===== src/rtl/pls_pkg.sv =====
`default_nettype none
// ----------------------------------------------------------------------------
// pls_pkg
// Shared types and constants for the positional list store.
// ----------------------------------------------------------------------------
package pls_pkg;

  localparam int unsigned CapacityDef = 16;
  localparam int unsigned DataW       = 32;
  localparam int unsigned PosW        = 5;
  localparam int unsigned LenW        = 5;

  typedef enum logic [1:0] {
    REQ_INSERT = 2'd0,
    REQ_REMOVE = 2'd1,
    REQ_READ   = 2'd2,
    REQ_CLEAR  = 2'd3
  } req_e;

  // per-cycle control broadcast to every cell
  typedef struct packed {
    logic            ins;
    logic            rem;
    logic [PosW-1:0] pos;
  } pls_ctrl_t;

endpackage
`default_nettype wire


===== src/rtl/pls_cell.sv =====
`default_nettype none
// ----------------------------------------------------------------------------
// pls_cell
// One entry of the list. Shifts up from the left neighbor on insert or loads
// new value at its position; down from the right neighbor on remove, or holds.
// ----------------------------------------------------------------------------
module pls_cell #(
  parameter int unsigned Idx = 0
) (
  input  wire logic                         clk_i,
  input  wire pls_pkg::pls_ctrl_t           ctrl_i,
  input  wire logic [pls_pkg::DataW-1:0]    value_i,
  input  wire logic [pls_pkg::DataW-1:0]    left_i,
  input  wire logic [pls_pkg::DataW-1:0]    right_i,
  output logic      [pls_pkg::DataW-1:0]    data_o,
  output logic      [pls_pkg::DataW-1:0]    rd_o
);

  logic [pls_pkg::DataW-1:0] data_q, data_d;
  logic                      hit, above;

  assign hit   = (32'(ctrl_i.pos) == 32'(Idx));
  assign above = (32'(ctrl_i.pos) <  32'(Idx));

  always_comb begin
    data_d = data_q;
    if (ctrl_i.ins) begin
      if (above) begin
        data_d = left_i;
      end else if (hit) begin
        data_d = value_i;
      end
    end else if (ctrl_i.rem) begin
      if (above || hit) begin
        data_d = right_i;
      end
    end
  end

  always_ff @(posedge clk_i) begin
    data_q <= data_d;
  end

  assign data_o = data_q;
  assign rd_o   = hit ? data_q : '0;

endmodule
`default_nettype wire


===== src/rtl/positional_list_store_unit.sv =====
`default_nettype none
// ----------------------------------------------------------------------------
// positional_list_store_unit
// Ordered list of up to CAPACITY signed 32-bit entries with positional
// insert, remove, read and clear.
// ----------------------------------------------------------------------------
// Each request is applied on acceptance and its result is registered, so one
// transfer per clock is sustained while the output side keeps up; a stalled
// output holds the input off. The entries live in a row of cells that all
// shift or hold in the same cycle from a compare against the request
// position; a read is a one-hot select across the row. Positions are 5 bits,
// so only the first 32 cells are reachable. length reports the low 5 bits of
// the entry count.
// ----------------------------------------------------------------------------
module positional_list_store_unit #(
  parameter int unsigned CAPACITY = pls_pkg::CapacityDef
) (
  input  wire logic                              clk_i,
  input  wire logic                              rst_ni,
  input  wire logic                              in_valid_i,
  output logic                                   in_ready_o,
  input  wire logic [1:0]                        req_type_i,
  input  wire logic [pls_pkg::PosW-1:0]          position_i,
  input  wire logic signed [pls_pkg::DataW-1:0]  value_in_i,
  output logic                                   out_valid_o,
  input  wire logic                              out_ready_i,
  output logic                                   ok_o,
  output logic signed [pls_pkg::DataW-1:0]       value_out_o,
  output logic [pls_pkg::LenW-1:0]               length_o
);

  localparam int unsigned CntW = $clog2(CAPACITY + 1);
  localparam int unsigned CmpW = (CntW > pls_pkg::PosW) ? CntW : pls_pkg::PosW;

  logic                      accept;
  logic [CntW-1:0]           count_q, count_d;
  logic [CmpW-1:0]           pos_w, cnt_w;
  logic                      ins_ok, rem_ok, rd_ok, clr, in_range, not_full;
  pls_pkg::pls_ctrl_t        ctrl;
  logic [pls_pkg::DataW-1:0] data [CAPACITY];
  logic [pls_pkg::DataW-1:0] rd   [CAPACITY];
  logic [pls_pkg::DataW-1:0] rd_sel;

  logic                      out_valid_q;
  logic                      ok_q;
  logic [pls_pkg::DataW-1:0] value_q;
  logic [pls_pkg::LenW-1:0]  length_q;

  assign in_ready_o = !out_valid_q || out_ready_i;
  assign accept     = in_valid_i && in_ready_o;

  assign pos_w    = CmpW'(position_i);
  assign cnt_w    = CmpW'(count_q);
  assign in_range = pos_w < cnt_w;
  assign not_full = count_q < CntW'(CAPACITY);

  assign ins_ok = accept && (req_type_i == pls_pkg::REQ_INSERT) && (pos_w <= cnt_w) && not_full;
  assign rem_ok = accept && (req_type_i == pls_pkg::REQ_REMOVE) && in_range;
  assign rd_ok  = accept && (req_type_i == pls_pkg::REQ_READ) && in_range;
  assign clr    = accept && (req_type_i == pls_pkg::REQ_CLEAR);

  assign ctrl.ins = ins_ok;
  assign ctrl.rem = rem_ok;
  assign ctrl.pos = position_i;

  always_comb begin
    count_d = count_q;
    priority if (clr) begin
      count_d = '0;
    end else if (ins_ok) begin
      count_d = count_q + CntW'(1);
    end else if (rem_ok) begin
      count_d = count_q - CntW'(1);
    end
  end

  for (genvar k = 0; k < CAPACITY; k++) begin : g_cell
    logic [pls_pkg::DataW-1:0] left, right;
    if (k == 0) begin : g_first
      assign left = value_in_i;
    end else begin : g_mid_l
      assign left = data[k-1];
    end
    if (k == CAPACITY - 1) begin : g_last
      assign right = '0;
    end else begin : g_mid_r
      assign right = data[k+1];
    end
    pls_cell #(
      .Idx(k)
    ) u_cell (
      .clk_i  (clk_i),
      .ctrl_i (ctrl),
      .value_i(value_in_i),
      .left_i (left),
      .right_i(right),
      .data_o (data[k]),
      .rd_o   (rd[k])
    );
  end

  always_comb begin
    rd_sel = '0;
    for (int unsigned k = 0; k < CAPACITY; k++) begin
      rd_sel = rd_sel | rd[k];
    end
  end

  always_ff @(posedge clk_i or negedge rst_ni) begin
    if (!rst_ni) begin
      count_q     <= '0;
      out_valid_q <= 1'b0;
    end else begin
      count_q <= count_d;
      if (accept) begin
        out_valid_q <= 1'b1;
      end else if (out_ready_i) begin
        out_valid_q <= 1'b0;
      end
    end
  end

  always_ff @(posedge clk_i) begin
    if (accept) begin
      ok_q     <= ins_ok || rem_ok || rd_ok || clr;
      value_q  <= rd_ok ? rd_sel : '0;
      length_q <= pls_pkg::LenW'(count_d);
    end
  end

  assign out_valid_o = out_valid_q;
  assign ok_o        = ok_q;
  assign value_out_o = value_q;
  assign length_o    = length_q;

endmodule
`default_nettype wire


===== config.mk =====
export PLATFORM = sky130hd
export DESIGN_NAME = positional_list_store_unit
export DESIGN_NICKNAME = d
export VERILOG_FILES = /design/src/rtl/pls_pkg.sv /design/src/rtl/pls_cell.sv /design/src/rtl/positional_list_store_unit.sv
export SDC_FILE = /design/constraint.sdc
export NUM_CORES = 1
export LEC_CHECK = 0
export BUFFER_PORTS_ARGS = -buffer_cell sky130_fd_sc_hd__clkbuf_2
export CAP_MARGIN = 30
export CORE_MARGIN = 5
export CORE_UTILIZATION = 40
export CTS_BUF_LIST = sky130_fd_sc_hd__clkbuf_16
export CTS_CLUSTER_DIAMETER = 150
export CTS_CLUSTER_SIZE = 10
export DETAILED_ROUTE_END_ITERATION = 8
export SLEW_MARGIN = 30
export SYNTH_ARGS = -nofsm -noshare
export SYNTH_HDL_FRONTEND = slang
export SYNTH_HIERARCHICAL = 1
export SYNTH_SLANG_ARGS = --single-unit

===== constraint.sdc =====
create_clock -name clk_i -period 24 [get_ports clk_i]
set_input_delay 6 -clock clk_i [delete_from_list [all_inputs] [get_ports clk_i]]
set_output_delay 6 -clock clk_i [all_outputs]
set_load 0.005 [all_outputs]

Word level (Yosys, flattened, before mapping) --
Index checks and enable logic that the tools add are counted.
Operators by class: add/sub/neg operators 2, magnitude comparators 18, equal/unequal tests 33, muxes and demuxes 100, bitwise gates (word level) 15, reductions and logical operators 64
Operators with widths (number):
- $mux 32 | 95
- $or 32x32->32 | 15
- $ne 3x1->1 const B | 15
- $reduce_and 3->1 | 15
- $eq 5x4->1 const B | 8
- $lt 5x4->1 const B | 8
- $reduce_bool 2->1 | 17
- $eq 5x3->1 const B | 4
- $lt 5x3->1 const B | 4
- $logic_or 1x1->1 | 19
- $mux 5 | 3
- $eq 5x2->1 const B | 2
- $lt 5x2->1 const B | 2
- $logic_and 1x1->1 | 9
- $add 5x1->5 const B | 1
- $eq 5x1->1 const B | 1
- $le 5x5->1 | 1
- $logic_not 5->1 | 1
- $lt 5x1->1 const B | 1
- $lt 5x5->1 | 1
- $lt 5x5->1 const B | 1
- $sub 5x1->5 const B | 1
- $eq 2x2->1 const B | 2
- $eq 2x1->1 const B | 1
- other kinds (4) | 5
Word-level totals: flip-flop bits (word level) 556, input port bits 43, output and inout bits 40, word-level logic and storage cells 253

Depth between registers and ports, before layout --
depth after elaboration 17, gate-level depth with buffers 10, depth with buffers taken out 8

Modules after synthesis --
Netlist, hierarchy kept.
Modules (own cells, without submodules):
- positional_list_store_unit | times used 1, cells an instance 296, area an instance 2910.3 um^2, sequential area each 1291.2 um^2
- pls_cell (g_cell[4].u_cell) | times used 1, cells an instance 229, area an instance 2368.5 um^2, sequential area each 960.9 um^2
- pls_cell (g_cell[8].u_cell) | times used 1, cells an instance 256, area an instance 2349.8 um^2, sequential area each 960.9 um^2
- pls_cell (g_cell[11].u_cell) | times used 1, cells an instance 224, area an instance 2275.9 um^2, sequential area each 960.9 um^2
- pls_cell (g_cell[9].u_cell) | times used 1, cells an instance 222, area an instance 2090.8 um^2, sequential area each 960.9 um^2
- pls_cell (g_cell[1].u_cell) | times used 1, cells an instance 222, area an instance 2070.7 um^2, sequential area each 960.9 um^2
- pls_cell (g_cell[13].u_cell) | times used 1, cells an instance 221, area an instance 2039.5 um^2, sequential area each 960.9 um^2
- pls_cell (g_cell[5].u_cell) | times used 1, cells an instance 222, area an instance 1969.4 um^2, sequential area each 960.9 um^2
- pls_cell (g_cell[3].u_cell) | times used 1, cells an instance 214, area an instance 1903.1 um^2, sequential area each 960.9 um^2
- pls_cell (g_cell[15].u_cell) | times used 1, cells an instance 214, area an instance 1889.3 um^2, sequential area each 960.9 um^2
- pls_cell (g_cell[14].u_cell) | times used 1, cells an instance 214, area an instance 1888.1 um^2, sequential area each 960.9 um^2
- pls_cell (g_cell[2].u_cell) | times used 1, cells an instance 177, area an instance 1881.8 um^2, sequential area each 960.9 um^2
- pls_cell (g_cell[6].u_cell) | times used 1, cells an instance 177, area an instance 1878.1 um^2, sequential area each 960.9 um^2
- pls_cell (g_cell[7].u_cell) | times used 1, cells an instance 214, area an instance 1869.3 um^2, sequential area each 960.9 um^2
- 3 more rows

Least setup slack after synthesis --
No wires, ideal clock.
path type input -> register, from input position_i[4] (netlist name), to register g_cell[4].u_cell.data_q (netlist bit g_cell[4].u_cell/data_o[0]), enable pin, arrival time 13.292 ns, setup slack 10.113 ns, stages on the path 8, cells stage by stage ha_1 nand4_2 or2_1 a21oi_2 buf_2 clkbuf_1 nor2_1 a2111oi_0
On the way: word-level cells in the longest chain between the ends 5, elaborated cells on any way between the ends 12, those cells by class 3 x order compare; 2 x eq/ne; 7 x reduce/logical
Ends and longest elaborated chain:
- from (decl) | line positional_list_store_unit.sv:23 | input wire logic [pls_pkg::PosW-1:0] position_i,
- $le 5x5->1 (*) | line positional_list_store_unit.sv:57 | assign ins_ok = accept && (req_type_i == pls_pkg::REQ_INSERT) && (pos_w <= cnt_w) && not_full;
- $logic_and 1x1->1 (*) (2 in a row) | line positional_list_store_unit.sv:57
- net ins_ok | line positional_list_store_unit.sv:38 | logic ins_ok, rem_ok, rd_ok, clr, in_range, not_full;
- $ne 3x1->1 (no source line) / $reduce_bool 2->1 (equally long branches)
- $reduce_and 3->1 (no source line) (*)
- to (signal assigned) | line pls_cell.sv:41 | data_q <= data_d;
- to (decl) | line pls_cell.sv:19 | logic [pls_pkg::DataW-1:0] data_q, data_d;
The timed path passes the listed nets; every way through them passes the cells marked *. A chain may end at the register's enable or synchronous reset.

Worst setup path after layout --
from input out_ready_i, to output in_ready_o
On the way: word-level cells in the longest chain between the ends 1
Ends and longest elaborated chain:
- from (decl) | line positional_list_store_unit.sv:26 | input wire logic out_ready_i,
- $logic_or 1x1->1 | line positional_list_store_unit.sv:49 | assign in_ready_o = !out_valid_q || out_ready_i;
- to (decl) | line positional_list_store_unit.sv:21 | output logic in_ready_o,
No other way between the ends.

==> results.yml <==
yosys:
  ys_dominant_reg_cell: "edfxtp_1"
  yosysMostFrequentCell: "edfxtp_1"
  synthTopCellsByCount: "edfxtp_1 (550), nor2_1 (436), nand2_1 (393), and2_1 (353), a31oi_1 (320)"
  synth_top_area_share_pct: 47.3
  synth_edf_count: 550
  synth_warnings: 6
  synth_area_um2: 34900
  ys_async_sr_fraction_pct: 1.08
  ys_seq_elements: 556
  synth_largest_area_cell: "edfxtp_1"
  avgSynthCellArea_um2: 9.76
  syn_inst: 3576
  yosysUniqueCellTypes: 88
  ys_seq_area_share_pct: 47.8
  synth_area_leaders: "edfxtp_1 (47%), and2_1 (6.3%), a31oi_1 (5.7%), nor2_1 (4.7%), nand2_1 (4.2%)"
sta:
  rsz0062_at_grt: "false"
  fin_setup_tns_ps: 0
  worst_pin_slew_ps: 974
  final_hold_viol_count: 0
  hold-worst-slack_ps: 584
  finalMaxSlewViolations: 0
  setup_violations: 0
  fin_worst_skew_ps: 20.9
  max_freq_mhz: 80.3
  post-route-min-period_ps: 12450
  finalWorstSetupSlack_ps: 11550
  slew_headroom_pct: 34.7
  period_share_pct: 51.9
drt:
  detail-route-antenna-nets: 0
  firstDrtPassIters: 6
  vias_per_cell: 6.33
  drt_wl_total_um: 130000
  drc: 0
  vias: 29800
  wl_per_cell_um: 27.7
  drt-initial-drc-count: 4362
clocking:
  cts-root-buf: "clkbuf_16"
  cts-buffers-inserted: 61
  cts_hold_buf: 0
  cts_max_level: 2
  clkSinkCount: 556
  cts_tree: "built"
  cts.path.max_buffers: 3
  clkTransAtPathRegs_ps: 60
  cts_setup_buffers: 0
  insertion_delay_ps: 650
  ctsResizeCount: 0
placed_design:
  pre_cts_slack_ps: 11540
  place_congestion: 0.851
  hpwl_um: 73900
  port_buffers: 82
run:
  maxCapViolCount: 0
floorplan:
  dieArea_um2: 93200
  num_rows: 108
  initial_core_util_pct: 40.3
  core_um2: 86600
  boundaryPins: 83
  die_y_um: 305
  die_x_um: 305
outcome:
  status: "finished clean"
layout:
  drive_gt1_share_pct: 13.8
  fill_cells: 8289
  seq_area_um2: 16700
  layout.nets: 3583
  multi_input_area_um2: 16400
  area_growth_pct: 8.26
power_and_ir_drop:
  leakagePower_nw: 12.8
  p_per_area_nw_per_um2: 61.0
  ir_drop_v: 0.0000546
setup_path:
  crit_type: "input pin to output pin"
  endpoint_kind: "output pin"
  cpPeakStageDelay_ps: 220
  critPathArrivalTime_ps: 6450
  cp-start-kind: "input pin"
  path_cells: "clkbuf_2 > nand2b_1 > clkbuf_2"
  crit_top_cell: "clkbuf_2"
  slowest_stage: "nand2b_1"
  cp.required_ps: 18000
  path_max_fanout: 6
global_route:
  antenna_found_initial: 9
  first_global_vias: 27800
  overflow: 0
  grt_usage_pct: 26.7
  grt_pass1_wl_um: 190000
  grt_start_max_net_pins: 109
hold_path:
  min_path_type: "flop to flop"
## logic make-up after synthesis
kind of cell             after synthesis  synth area share, %
buffers and inverters                417                 6.25
flip-flops                           556                 47.8
AND/OR/NAND/NOR                     1775                 28.5
multiplexers                          99                 2.96
other                                  1               0.0107
AO/OA/AOI/OAI                        720                 14.3
adder cells (fa/ha/maj)                7                0.251
XOR/XNOR                               1               0.0251
## per-layer routing
metal	up-vias	routed length [um]	track usage [%]
met1	14700	54600	38.2
met4	2	4320	8.77
met2	1848	57200	40.8
met5	-	13	0
li1	13000	-	-
met3	247	14300	5.29
## cell usage in the layout (no fill, tap or decap), types with 31 or more instances in the layout
cell	netlist	routed
buf_4	9	90
nor3b_2	60	59
and2_2	32	33
a221o_1	31	31
and3_1	32	32
and4_1	32	32
o21ai_0	58	58
clkbuf_2	12	77
nor3_2	32	32
edfxtp_1	550	550
nor4_1	130	128
and2_1	353	352
or3b_1	32	32
mux2i_1	66	66
a21oi_1	68	67
nand2_1	393	393
conb_1	1	32
clkbuf_16	0	63
nand4_1	34	34
nand3b_1	96	96
a31oi_1	320	320
o221ai_2	31	31
o221ai_1	34	34
o311ai_0	32	32
mux2_2	33	33
nor2_1	436	431
inv_1	105	115
o21ai_1	104	104
nand3_1	41	41
## registers in the layout, indices dropped and copies added (netlist names)
register              count
g_cell.u_cell/data_o    512
cnt_w                     5
ok_o                      1
value_out_o              32
length_o                  5
out_valid_o               1
## report_power, final
group	leakage [nW]	switching, mW	internal (mW)	total [mW]
clock	0.854	0.397	0.469	0.866
sequential	5.06	0.0199	1.10	1.12
combinational	6.93	0.222	0.0905	0.313
total	12.8	0.639	1.66	2.30
## critical path: cells and delay by family
kind / cells / cell delay, ps
simple gates: 1 / 220
buf+inv: 2 / 230
## layout make-up
class	count	area share, %
Antenna cell	8	0.0530
Clock buffer	63	4.17
Inverter	105	1.04
Multi-Input combinational cell	2634	43.5
Tap cell	1155	3.83
Clock inverter	13	0.212
Timing Repair Buffer	175	3.08
Sequential cell	556	44.1
## worst paths after layout
path	slack [ps]	start	cells after the start	endpoint
hold / removal	580	cnt_w[2]$_DFF_PN0_	1	cnt_w[2]$_DFF_PN0_
hold reg to reg	580	cnt_w[2]$_DFF_PN0_	1	cnt_w[2]$_DFF_PN0_
min in group asynchronous	5210	rst_ni	1	cnt_w[2]$_DFF_PN0_
setup reg to reg	18430	cnt_w[2]$_DFF_PN0_	10	g_cell[5].u_cell/data_o[12]$_DFFE_PP_
max in group asynchronous	18610	rst_ni	1	out_valid_o$_DFFE_PN0P_
setup / recovery	11550	out_ready_i	3	in_ready_o
## stage by stage
stage	utilization, %	cell area (um^2)	power [mW]	instances
finish	43.6	37800	2.30	4709
global route	43.6	37800	2.37	4702
CTS	43.5	37700	2.31	4699
detailed placement	41.6	36000	1.45	4623
global placement	41.6	36000	1.44	4623
floorplan	-	35000	1.33	3607
No activity file was read; power rests on OpenSTA's default activity.
